--- config.mk ---
export PLATFORM = sky130hd
export DESIGN_NAME = websocket_frame_deframer_core
export DESIGN_NICKNAME = d
export VERILOG_FILES = /design/src/sv/wsdf_pkg.sv /design/src/sv/websocket_frame_deframer_core.sv
export SDC_FILE = /design/constraint.sdc
export NUM_CORES = 1
export LEC_CHECK = 0
export BUFFER_PORTS_ARGS = -buffer_cell sky130_fd_sc_hd__buf_2
export CAP_MARGIN = 15
export CORE_ASPECT_RATIO = 1.5
export CORE_MARGIN = 8
export CORE_UTILIZATION = 43
export CTS_BUF_LIST = sky130_fd_sc_hd__clkbuf_8
export DETAILED_ROUTE_END_ITERATION = 10
export PLACE_DENSITY = 0.64
export SLEW_MARGIN = 20
export SYNTH_ARGS = -nofsm -noshare
export SYNTH_HDL_FRONTEND = slang
export SYNTH_SLANG_ARGS = --single-unit
--- constraint.sdc ---
create_clock -name aclk -period 2.9 [get_ports aclk]
set_clock_uncertainty 0.05 [all_clocks]
set_input_delay 0.145 -clock aclk [delete_from_list [all_inputs] [get_ports aclk]]
set_output_delay 0.145 -clock aclk [all_outputs]
set_load 0.02 [all_outputs]
--- src/sv/wsdf_pkg.sv ---
// Shared types and constants for the WebSocket frame deframer.
package wsdf_pkg;

    // Parser position within a frame
    typedef enum logic [2:0] {
        PH_HDR0    = 3'd0,
        PH_HDR1    = 3'd1,
        PH_EXT16   = 3'd2,
        PH_EXT64   = 3'd3,
        PH_KEY     = 3'd4,
        PH_PAYLOAD = 3'd5,
        PH_ERROR   = 3'd6
    } phase_t;

    // Result kind carried on tuser
    typedef enum logic [1:0] {
        KIND_HEADER  = 2'd0,
        KIND_PAYLOAD = 2'd1,
        KIND_ERROR   = 2'd2
    } kind_t;

    // Seven-bit length codes that announce an extended length
    localparam logic [6:0] LEN_CODE_EXT16 = 7'd126;
    localparam logic [6:0] LEN_CODE_EXT64 = 7'd127;

    localparam int unsigned LEN_W   = 32;
    localparam int unsigned TDATA_W = 56;

    // One result transfer
    typedef struct packed {
        kind_t             kind;
        logic              fin_flag;
        logic [2:0]        reserved_bits;
        logic [3:0]        frame_opcode;
        logic              mask_flag;
        logic [LEN_W-1:0]  payload_length;
        logic [7:0]        payload_byte;
        logic              last;
    } result_t;

endpackage

--- src/sv/websocket_frame_deframer_core.sv ---
// WebSocket frame deframer: byte-stream header parser and payload unmasker.
//
//  channel | dir | tdata / tuser / tlast
//  --------+-----+-------------------------------------------------------------
//  s_      | in  | tdata[7:0] stream byte
//  m_      | out | tdata: fin, rsv[3], opcode[4], mask, length[32], byte[8];
//          |     | tuser: kind; tlast: final result of a frame
//
//  One byte per cycle while m_tready holds no result back: a byte is held in an
//  input register and parsed by the per-byte state machine and unmask XOR into
//  the result register. The input register takes a new byte while a result
//  waits only when it is empty.
//  Reset (aresetn low, synchronous) returns the parser to the first header
//  byte; a parse error is sticky and swallows all later bytes until reset.
module websocket_frame_deframer_core (
    input  logic                         aclk,
    input  logic                         aresetn,
    input  logic                         s_tvalid,
    output logic                         s_tready,
    input  logic [7:0]                   s_tdata,   // [7:0] stream_byte
    output logic                         m_tvalid,
    input  logic                         m_tready,
    // [0] fin_flag, [3:1] reserved_bits, [7:4] frame_opcode, [8] mask_flag,
    // [40:9] payload_length, [48:41] payload_byte, [55:49] zero
    output logic [wsdf_pkg::TDATA_W-1:0] m_tdata,
    output logic [1:0]                   m_tuser,   // [1:0] kind
    output logic                         m_tlast
);

    // Input register
    logic        in_valid_reg;
    logic [7:0]  in_byte_reg;

    // Parser state
    wsdf_pkg::phase_t phase_reg, phase_next;
    logic        fin_reg, fin_next;
    logic [2:0]  rsv_reg, rsv_next;
    logic [3:0]  opcode_reg, opcode_next;
    logic        masked_reg, masked_next;
    logic [31:0] length_reg, length_next;
    logic [2:0]  fcount_reg, fcount_next;
    logic [31:0] key_reg, key_next;
    logic [31:0] pcount_reg, pcount_next;

    // Result register
    logic              out_valid_reg;
    wsdf_pkg::result_t out_reg;
    logic              res_valid;
    wsdf_pkg::result_t res;

    logic        advance;
    logic [7:0]  b;
    logic [6:0]  len7;
    logic [31:0] ext16_len;
    logic [31:0] ext64_len;
    logic [31:0] pcount_inc;
    logic [2:0]  fcount_inc;
    logic [7:0]  key_byte;

    // Move a byte from the input register when the result slot is free
    assign advance  = in_valid_reg && (!out_valid_reg || m_tready);
    assign s_tready = !in_valid_reg || advance;

    assign b          = in_byte_reg;
    assign len7       = b[6:0];
    assign ext16_len  = {16'd0, length_reg[7:0], b};
    assign ext64_len  = {length_reg[23:0], b};
    assign pcount_inc = pcount_reg + 32'd1;
    assign fcount_inc = fcount_reg + 3'd1;

    // Pick the key byte for this payload position, first key byte at index 0
    always_comb begin
        case (pcount_reg[1:0])
            2'd0:    key_byte = key_reg[31:24];
            2'd1:    key_byte = key_reg[23:16];
            2'd2:    key_byte = key_reg[15:8];
            default: key_byte = key_reg[7:0];
        endcase
    end

    // Next parser state
    always_comb begin
        phase_next  = phase_reg;
        fin_next    = fin_reg;
        rsv_next    = rsv_reg;
        opcode_next = opcode_reg;
        masked_next = masked_reg;
        length_next = length_reg;
        fcount_next = fcount_reg;
        key_next    = key_reg;
        pcount_next = pcount_reg;
        case (phase_reg)
            wsdf_pkg::PH_HDR1: begin
                masked_next = b[7];
                fcount_next = 3'd0;
                if (len7 == wsdf_pkg::LEN_CODE_EXT16) begin
                    length_next = 32'd0;
                    phase_next  = wsdf_pkg::PH_EXT16;
                end else if (len7 == wsdf_pkg::LEN_CODE_EXT64) begin
                    length_next = 32'd0;
                    phase_next  = wsdf_pkg::PH_EXT64;
                end else begin
                    length_next = {25'd0, len7};
                    if (b[7]) begin
                        key_next   = 32'd0;
                        phase_next = wsdf_pkg::PH_KEY;
                    end else begin
                        pcount_next = 32'd0;
                        phase_next  = (len7 == 7'd0) ? wsdf_pkg::PH_HDR0
                                                     : wsdf_pkg::PH_PAYLOAD;
                    end
                end
            end
            wsdf_pkg::PH_EXT16: begin
                length_next = ext16_len;
                fcount_next = fcount_inc;
                if (fcount_inc == 3'd2) begin
                    fcount_next = 3'd0;
                    if (masked_reg) begin
                        key_next   = 32'd0;
                        phase_next = wsdf_pkg::PH_KEY;
                    end else begin
                        pcount_next = 32'd0;
                        phase_next  = (ext16_len == 32'd0) ? wsdf_pkg::PH_HDR0
                                                           : wsdf_pkg::PH_PAYLOAD;
                    end
                end
            end
            wsdf_pkg::PH_EXT64: begin
                // Upper half must be zero; lower half forms the length
                if (!fcount_reg[2]) begin
                    if (b != 8'd0) begin
                        phase_next = wsdf_pkg::PH_ERROR;
                    end else begin
                        fcount_next = fcount_inc;
                    end
                end else begin
                    length_next = ext64_len;
                    fcount_next = fcount_inc;
                    if (fcount_inc == 3'd0) begin
                        if (masked_reg) begin
                            key_next   = 32'd0;
                            phase_next = wsdf_pkg::PH_KEY;
                        end else begin
                            pcount_next = 32'd0;
                            phase_next  = (ext64_len == 32'd0) ? wsdf_pkg::PH_HDR0
                                                               : wsdf_pkg::PH_PAYLOAD;
                        end
                    end
                end
            end
            wsdf_pkg::PH_KEY: begin
                key_next    = {key_reg[23:0], b};
                fcount_next = fcount_inc;
                if (fcount_inc == 3'd4) begin
                    pcount_next = 32'd0;
                    phase_next  = (length_reg == 32'd0) ? wsdf_pkg::PH_HDR0
                                                        : wsdf_pkg::PH_PAYLOAD;
                end
            end
            wsdf_pkg::PH_PAYLOAD: begin
                pcount_next = pcount_inc;
                if (pcount_inc == length_reg) begin
                    phase_next = wsdf_pkg::PH_HDR0;
                end
            end
            wsdf_pkg::PH_ERROR: begin
                phase_next = wsdf_pkg::PH_ERROR;
            end
            default: begin
                fin_next    = b[7];
                rsv_next    = b[6:4];
                opcode_next = b[3:0];
                phase_next  = wsdf_pkg::PH_HDR1;
            end
        endcase
    end

    // Result for the byte in the input register
    always_comb begin
        res_valid          = 1'b0;
        res.kind           = wsdf_pkg::KIND_HEADER;
        res.fin_flag       = fin_reg;
        res.reserved_bits  = rsv_reg;
        res.frame_opcode   = opcode_reg;
        res.mask_flag      = masked_next;
        res.payload_length = 32'd0;
        res.payload_byte   = 8'd0;
        res.last           = 1'b0;
        case (phase_reg)
            wsdf_pkg::PH_HDR1: begin
                if (len7 != wsdf_pkg::LEN_CODE_EXT16 && len7 != wsdf_pkg::LEN_CODE_EXT64
                        && !b[7]) begin
                    res_valid          = 1'b1;
                    res.payload_length = {25'd0, len7};
                    res.last           = (len7 == 7'd0);
                end
            end
            wsdf_pkg::PH_EXT16: begin
                if (fcount_inc == 3'd2 && !masked_reg) begin
                    res_valid          = 1'b1;
                    res.payload_length = ext16_len;
                    res.last           = (ext16_len == 32'd0);
                end
            end
            wsdf_pkg::PH_EXT64: begin
                if (!fcount_reg[2]) begin
                    if (b != 8'd0) begin
                        res_valid = 1'b1;
                        res.kind  = wsdf_pkg::KIND_ERROR;
                        res.last  = 1'b1;
                    end
                end else if (fcount_inc == 3'd0 && !masked_reg) begin
                    res_valid          = 1'b1;
                    res.payload_length = ext64_len;
                    res.last           = (ext64_len == 32'd0);
                end
            end
            wsdf_pkg::PH_KEY: begin
                if (fcount_inc == 3'd4) begin
                    res_valid          = 1'b1;
                    res.payload_length = length_reg;
                    res.last           = (length_reg == 32'd0);
                end
            end
            wsdf_pkg::PH_PAYLOAD: begin
                res_valid          = 1'b1;
                res.kind           = wsdf_pkg::KIND_PAYLOAD;
                res.payload_length = length_reg;
                res.payload_byte   = masked_reg ? (b ^ key_byte) : b;
                res.last           = (pcount_inc == length_reg);
            end
            default: begin
                res_valid = 1'b0;
            end
        endcase
    end

    // Input register: take a transfer whenever it is empty or draining
    always_ff @(posedge aclk) begin
        if (!aresetn) begin
            in_valid_reg <= 1'b0;
        end else if (s_tready) begin
            in_valid_reg <= s_tvalid;
        end
        if (s_tready) begin
            in_byte_reg <= s_tdata;
        end
    end

    // Parser state: advance once per consumed byte
    always_ff @(posedge aclk) begin
        if (!aresetn) begin
            phase_reg  <= wsdf_pkg::PH_HDR0;
            fin_reg    <= 1'b0;
            rsv_reg    <= 3'd0;
            opcode_reg <= 4'd0;
            masked_reg <= 1'b0;
            length_reg <= 32'd0;
            fcount_reg <= 3'd0;
            key_reg    <= 32'd0;
            pcount_reg <= 32'd0;
        end else if (advance) begin
            phase_reg  <= phase_next;
            fin_reg    <= fin_next;
            rsv_reg    <= rsv_next;
            opcode_reg <= opcode_next;
            masked_reg <= masked_next;
            length_reg <= length_next;
            fcount_reg <= fcount_next;
            key_reg    <= key_next;
            pcount_reg <= pcount_next;
        end
    end

    // Result register: load on advance, drop once the transfer completes
    always_ff @(posedge aclk) begin
        if (!aresetn) begin
            out_valid_reg <= 1'b0;
        end else if (advance) begin
            out_valid_reg <= res_valid;
        end else if (m_tready) begin
            out_valid_reg <= 1'b0;
        end
        if (advance) begin
            out_reg <= res;
        end
    end

    assign m_tvalid = out_valid_reg;
    assign m_tuser  = out_reg.kind;
    assign m_tlast  = out_reg.last;
    assign m_tdata  = {7'd0, out_reg.payload_byte, out_reg.payload_length,
                       out_reg.mask_flag, out_reg.frame_opcode,
                       out_reg.reserved_bits, out_reg.fin_flag};

endmodule
==> impl_summary.log, run 1 <==
INFO  metric max-slew-margin-rel = 24.0%
INFO  metric nature_of_the_critical_path_startpoint = flip-flop
INFO  metric filler_cell_count = 2040
INFO  metric crit_path_cell_trace = ha_1 > buf_4 > and3_1 > mux2i_1 > mux2i_1 > a21oi_1 > nor4_1 > nand4_1 > or3_1 > o21ai_2
INFO  metric post-cts-setup-buffer-count = 0
INFO  metric slowest_stage = sky130_fd_sc_hd__or3_1
INFO  metric grt_first_pass_wirelength = 41.4 mm
INFO  metric antenna_found_initial = 0
INFO  metric n_antenna_cell = 0
INFO  metric fp.dieH = 196 um
INFO  metric postSynthCellCount = 1018
INFO  metric routed_wirelength = 26.6 mm
INFO  metric synth_top_flop_cell = sky130_fd_sc_hd__dfxtp_1
INFO  metric internal_power = 0.00333 W
INFO  metric layout-drive-gt1-share = 18.4%
INFO  metric finish.instance_area = 10500 sq um
INFO  metric synth_seq_area_share = 44.0%
INFO  metric drc = 0
INFO  metric worst_hold_slack = 0.275 ns
INFO  metric cts_tree = yes
INFO  metric crit_path_max_fanout = 4
INFO  metric first_global_vias = 7666
INFO  metric detailed_place_hpwl = 18.9 mm
INFO  metric p_comb_share = 7.2%
INFO  metric nets = 1107
INFO  metric crit_path_end_kind = flip-flop
INFO  metric run_status = completed
INFO  metric number_of_vias_per_cell = 5.68
INFO  metric gr-total-overflow = 0
INFO  metric clkLatencyLatePin = 0.47 ns
INFO  metric final_cell_mix = sky130_fd_sc_hd__nand2_1, sky130_fd_sc_hd__dfxtp_1, sky130_fd_sc_hd__nand3_1
INFO  metric grt_start_max_net_pins = 52
INFO  metric initialDrtViolationCount = 565
INFO  metric cts_max_level = 4
INFO  metric synth_top_cells_by_area = sky130_fd_sc_hd__dfxtp_1, sky130_fd_sc_hd__edfxtp_1, sky130_fd_sc_hd__a21boi_0
INFO  metric finalMaxSlewViolations = 0
INFO  metric numPortBuffers = 65
INFO  metric finalHoldViolations = 0
INFO  metric final_core_utilization = 49.9%
INFO  metric worst_path_largest_cell_delay = 0.41 ns
INFO  metric power.share.sequential = 55.9%
INFO  metric async_flop_share = 0%
INFO  metric routed_wire_length_per_instance = 19.4 um
INFO  metric holdCritPathClass = in -> reg
INFO  metric maxCapViolCount = 0
INFO  metric core_region_area = 21100 sq um
INFO  metric numClockSinks = 173
INFO  metric finalSetupTns = 0 ns
INFO  metric track_usage = 19.9%
INFO  metric worst_tran_pin_value = 1.13 ns
INFO  metric master_cell_of_the_clock_root_buffer = sky130_fd_sc_hd__clkbuf_8
INFO  metric cpMostUsedCell = sky130_fd_sc_hd__mux2i_1
INFO  metric synth.yosys.warnings = 0
INFO  metric initial_utilization = 43.9%
INFO  metric synth_top_area_share = 24.5%
INFO  metric cp.required = 3.17 ns
INFO  metric syn2layout_area_growth = 13.8%
INFO  metric detailroute.via_count = 7756
INFO  metric net_switching_power_figure = 0.00127 W
INFO  metric vdd_ir_drop_max = 0.373 mV
INFO  metric switching_share = 27.6%
INFO  metric first_pass_iters = 6
INFO  metric placedInstanceArea = 9960 sq um
INFO  metric post_synth_num_cell_types = 76
INFO  metric crit_arrival = 3.04 ns
INFO  metric most_common_library_cell_in_the_layout_ignoring_fill_and_taps = sky130_fd_sc_hd__nand2_1
INFO  metric total_leakage_power = 3.83 nW
INFO  metric floorplan.io_pins = 73
INFO  metric dp.cells = 1323
INFO  metric cts_made_buffers = 17
INFO  metric maxClockFrequency = 361 MHz
INFO  metric period_share = 95.5%
INFO  metric placement_rows = 65
INFO  metric period_minus_slack = 2.77 ns
INFO  metric area_of_the_multi_input_gates = 4710 sq um
INFO  metric synthesis.area_per_instance = 9.08 sq um
INFO  metric synth_enable_flop_cells = 60
INFO  metric ff_latch_area = 4080 sq um
INFO  metric mappedNetlistArea = 9240 sq um
INFO  metric die_outline_width = 136 um
INFO  metric area_of_the_die = 26500 sq um
INFO  metric flip_flop_count_of_the_largest_register_all_copies_and_words_added = 49
INFO  metric cts_buffer_depth = 2
INFO  metric ys_seq_elements = 173
INFO  metric clock_power_share = 36.9%
INFO  metric synth_top_area_cell = sky130_fd_sc_hd__dfxtp_1
INFO  metric setup_viol_count_final = 0
INFO  metric final_cell_count_no_fill = 1366
INFO  metric gp_congestion = 0.935
INFO  metric detail-route-antenna-nets = 0
INFO  metric pwr_density_cell = 437 nW/um^2
INFO  metric clk_pin_slew_worst_paths = 0.11 ns
INFO  metric critPathKind = reg -> reg
[path summary, 6_finish.rpt]
path,start,endpoint,slack (ns),cells after the start
worst max register to register,pcount_reg[1],m_tlast,0.13,10
worst max-delay path,pcount_reg[1],m_tlast,0.13,10
worst min-delay path,aresetn,pcount_reg[20],0.27,2
worst min register to register,fin_reg,m_tdata[0],0.39,0
[power groups by stage]
| stage | Clock [W] | Combinational [W] | Sequential, W |
|---|---|---|---|
| floorplan | 0 | 0.000194 | 0.00265 |
| global placement | 0 | 0.000316 | 0.00263 |
| detailed placement | 0 | 0.000319 | 0.00263 |
| CTS | 0.00174 | 0.000331 | 0.00257 |
| global route | 0.00181 | 0.000357 | 0.00258 |
| finish | 0.00169 | 0.000330 | 0.00257 |
[kinds of logic (layout without fill, tap and decap cells)]
family	Yosys count	count (layout)	synth area share, %
flops	173	173	44.0
fa+ha+maj	10	10	1.35
other cells	1	7	0.0406
xor+xnor	51	51	4.83
simple gates	418	418	24.0
mux	14	14	1.53
compound gates	242	242	18.5
buf+inv	109	183	5.73
[cell usage after synthesis (14+ instances only)]
master	n
sky130_fd_sc_hd__a21boi_0	57
sky130_fd_sc_hd__nor2b_1	38
sky130_fd_sc_hd__nand2_1	110
sky130_fd_sc_hd__buf_4	14
sky130_fd_sc_hd__a22o_1	32
sky130_fd_sc_hd__nand3_1	73
sky130_fd_sc_hd__o21ai_0	50
sky130_fd_sc_hd__xor2_1	21
sky130_fd_sc_hd__edfxtp_1	60
sky130_fd_sc_hd__nor2_1	64
sky130_fd_sc_hd__clkbuf_1	61
sky130_fd_sc_hd__xnor2_1	30
sky130_fd_sc_hd__and2_1	19
sky130_fd_sc_hd__nor3_1	24
sky130_fd_sc_hd__a22oi_1	17
sky130_fd_sc_hd__a21oi_1	23
sky130_fd_sc_hd__dfxtp_1	113
sky130_fd_sc_hd__nor4_1	15
[cell type report]
cell class	instances	share of cell area, %
flip-flops and latches	173	38.8
clock buffers	18	2.36
repair buffers	138	8.93
inverters	13	0.500
well taps	268	3.19
clock inverters	14	1.44
multi-input cells	742	44.8
[worst max-delay path: cells and delay by family (launching register included)]
family / cells / cell delay (ns)
simple gates: 4 / 1.22
flops: 1 / 0.40
mux: 2 / 0.27
buf+inv: 1 / 0.16
fa+ha+maj: 1 / 0.25
compound gates: 2 / 0.27
[routing by layer]
| layer | part of all wire [%] | GRT usage (%) | vias up | wire length [um] |
|---|---|---|---|---|
| li1 | - | - | 3778 | - |
| met1 | 39 | 21.5 | 3728 | 10400 |
| met5 | 0 | 0 | - | 0 |
| met2 | 53 | 36.1 | 196 | 14200 |
| met3 | 3.4 | 3.08 | 54 | 892 |
| met4 | 4.0 | 10.4 | 0 | 1070 |
[repair_timing]
| item | 4_1_cts | 5_1_grt |
|---|---|---|
| setup endpoints to repair | 1 | 3 |
| hold buffers | 11 | 0 |
| endpoints found under the hold margin | 10 | 0 |
| gates resized for setup | 1 | 12 |
[metrics by stage]
stage          setup slack [ns]  total power (W)
2_1_floorplan           -0.0129          0.00284
3_3_place_gp             0.0712          0.00294
3_5_place_dp             0.0256          0.00295
4_1_cts                  0.0606          0.00465
5_1_grt                 -0.0150          0.00474
6_report                  0.131          0.00459
(Power assumes the default switching activity.)
==> inputs of run 2 (changes only) <==
--- a/constraint.sdc
+++ b/constraint.sdc
@@ -4,2 +4,2 @@
 set_output_delay 0.145 -clock aclk [all_outputs]
-set_load 0.02 [all_outputs]
+set_load 0.005 [all_outputs]
==> run 2 against run 1 <==
Setup slack gained 0.019 ns. Global-route usage grew 0.52 points. Critical path type unchanged. Sequential power is essentially flat. Final cell count is essentially flat. Register-to-register slack gained 0.02 ns. Total power grew 1.7%. Wire length grew 1.2%. Critical path depth is the same. Core utilization grew 0.077 points. First-iteration DRC count grew 9.7%.
==> impl_summary.log, run 2 (synthesized netlist as in run 1, its figures left out) <==
INFO  metric run_status = completed
INFO  metric cts_made_buffers = 17
INFO  metric track_usage = 20.4%
INFO  metric crit_path_buf_inv_count = 2
INFO  metric total_leakage_power = 3.85 nW
INFO  metric min_to = pcount_reg[28]
INFO  metric grt_setup_unrepaired = no
INFO  metric fp.dieH = 196 um
INFO  metric gr-total-overflow = 0
INFO  metric worst_tran_pin_value = 1.09 ns
INFO  metric grt_first_pass_wirelength = 43.0 mm
INFO  metric numPortBuffers = 65
INFO  metric maxClockFrequency = 364 MHz
INFO  metric slowest_stage = sky130_fd_sc_hd__dfxtp_1
INFO  metric routed_wire_length_per_instance = 19.7 um
INFO  metric hold_path.startpoint = aresetn
INFO  metric master_cell_of_the_clock_root_buffer = sky130_fd_sc_hd__clkbuf_8
INFO  metric numClockSinks = 173
INFO  metric critPathKind = reg -> reg
INFO  metric critical_path.top_delay_family = simple AND/OR/NAND/NOR gates
INFO  metric finalSetupTns = 0 ns
INFO  metric final_cell_mix = sky130_fd_sc_hd__nand2_1, sky130_fd_sc_hd__dfxtp_1, sky130_fd_sc_hd__nand3_1
INFO  metric placement_rows = 65
INFO  metric period_minus_slack = 2.75 ns
INFO  metric core_region_area = 21100 sq um
INFO  metric antenna_found_initial = 0
INFO  metric detail-route-antenna-nets = 0
INFO  metric startpoint = pcount_reg[9]
INFO  metric n_antenna_cell = 0
INFO  metric initialDrtViolationCount = 620
INFO  metric routed_wirelength = 26.9 mm
INFO  metric detailed_place_hpwl = 18.9 mm
INFO  metric area_of_the_die = 26500 sq um
INFO  metric cpMostUsedCell = sky130_fd_sc_hd__buf_4
INFO  metric clk_pin_slew_worst_paths = 0.10 ns
INFO  metric first_pass_iters = 8
INFO  metric r2r_slack = 0.15 ns
INFO  metric finalHoldViolations = 0
INFO  metric die_outline_width = 136 um
INFO  metric drc = 0
INFO  metric holdCritPathClass = in -> reg
INFO  metric cts_max_level = 4
INFO  metric cts_tree = yes
INFO  metric r2r_end = m_tlast
INFO  metric finalMaxSlewViolations = 0
INFO  metric worst_r2r_path_depth = 10
INFO  metric filler_cell_count = 2051
INFO  metric grt_start_max_net_pins = 55
INFO  metric initial_utilization = 43.9%
INFO  metric first_global_vias = 7908
INFO  metric detailroute.via_count = 7831
INFO  metric crit_arrival = 3.04 ns
INFO  metric max-slew-margin-rel = 26.7%
INFO  metric syn2layout_area_growth = 14.0%
INFO  metric worst_r2r_startpoint = pcount_reg[9]
INFO  metric nature_of_the_critical_path_startpoint = flip-flop
INFO  metric clkLatencyLatePin = 0.48 ns
INFO  metric crit_path_cell_trace = nand4_1 > buf_4 > nor4_4 > buf_4 > nand3_1 > xor2_1 > o221a_1 > o2111ai_1 > or3_1 > o21ai_2
INFO  metric crit_path_max_fanout = 8
INFO  metric nets = 1106
INFO  metric cts_buffer_depth = 2
INFO  metric floorplan.io_pins = 73
INFO  metric cp.required = 3.19 ns
INFO  metric period_share = 94.8%
INFO  metric vdd_ir_drop_max = 0.308 mV
INFO  metric cells_on_worst_hold_path = 2
INFO  metric number_of_vias_per_cell = 5.74
INFO  metric crit_path_end_kind = flip-flop
INFO  metric layout-drive-gt1-share = 18.4%
INFO  metric gp_congestion = 0.973
INFO  metric report.power.total = 0.00467 W
INFO  metric maxCapViolCount = 0
INFO  metric worst_path_largest_cell_delay = 0.45 ns
INFO  metric flip_flop_count_of_the_largest_register_all_copies_and_words_added = 49
INFO  metric setup_viol_count_final = 0
INFO  metric pwr_density_cell = 444 nW/um^2
INFO  metric most_common_library_cell_in_the_layout_ignoring_fill_and_taps = sky130_fd_sc_hd__nand2_1
INFO  metric post-cts-setup-buffer-count = 0
## run 2: cell types whose count changed in the layout (fill, tap and decap cells not counted), moves of 2 or more
cell and change:
sky130_fd_sc_hd__inv_6 +2, sky130_fd_sc_hd__bufinv_16 +2, sky130_fd_sc_hd__clkinv_4 -5, sky130_fd_sc_hd__clkinv_8 -2
sky130_fd_sc_hd__dfxtp_2 +2, sky130_fd_sc_hd__dfxtp_1 -2
## run 2: how the worst max path moves through the flow
| stage | slack [ns] | depth (start not counted) | endpoint |
|---|---|---|---|
| after CTS | 0.06 | 9 | m_tvalid |
| final | 0.15 | 10 | m_tlast |
| after detailed placement | 0.09 | 10 | phase_reg[0] |
| after global placement | 0.14 | 8 | phase_reg[0] |
| after floorplan | 0.008 | 7 | opcode_reg[0] |
| after global routing | 0.0008 | 10 | m_tlast |
## run 2: stage by stage
step	utilization [%]	cell area (sq um)	worst slack, ns	std cells	hold slack (ns)
floorplan	-	9270	0.00808	1024	0.194
global placement	47.2	9940	0.136	1322	0.271
detailed placement	47.2	9940	0.0926	1322	0.273
CTS	49.7	10500	0.0631	1365	0.207
global route	50.0	10500	0.000767	1365	0.243
finish	50.0	10500	0.150	1365	0.228
## run 2: layout make-up
cell class | count | area (sq um) | area share [%]
Multi-Input combinational cell | 742 | 4720 | 44.8
Sequential cell | 173 | 4080 | 38.7
Timing Repair Buffer | 137 | 931 | 8.84
Tap cell | 268 | 335 | 3.18
Clock buffer | 17 | 234 | 2.22
Clock inverter | 15 | 181 | 1.72
Inverter | 13 | 52.6 | 0.499
## run 2: repair_timing
item,4_1_cts,5_1_grt
hold buffers,11,0
endpoints found under the setup margin,0,3
gates resized for setup,0,18
hold endpoints to repair,10,0
## run 2: power by group
part           switching [W]  internal [W]
clock network        0.00100      0.000805
registers          0.0000296       0.00255
logic               0.000180      0.000111
## run 2: metal layers
layer	vias up	track usage, %	routed length (um)
met3	64	2.93	1220
li1	3764	-	-
met5	-	0	0
met4	0	10.6	1140
met2	250	35.4	13900
met1	3753	23.7	10600
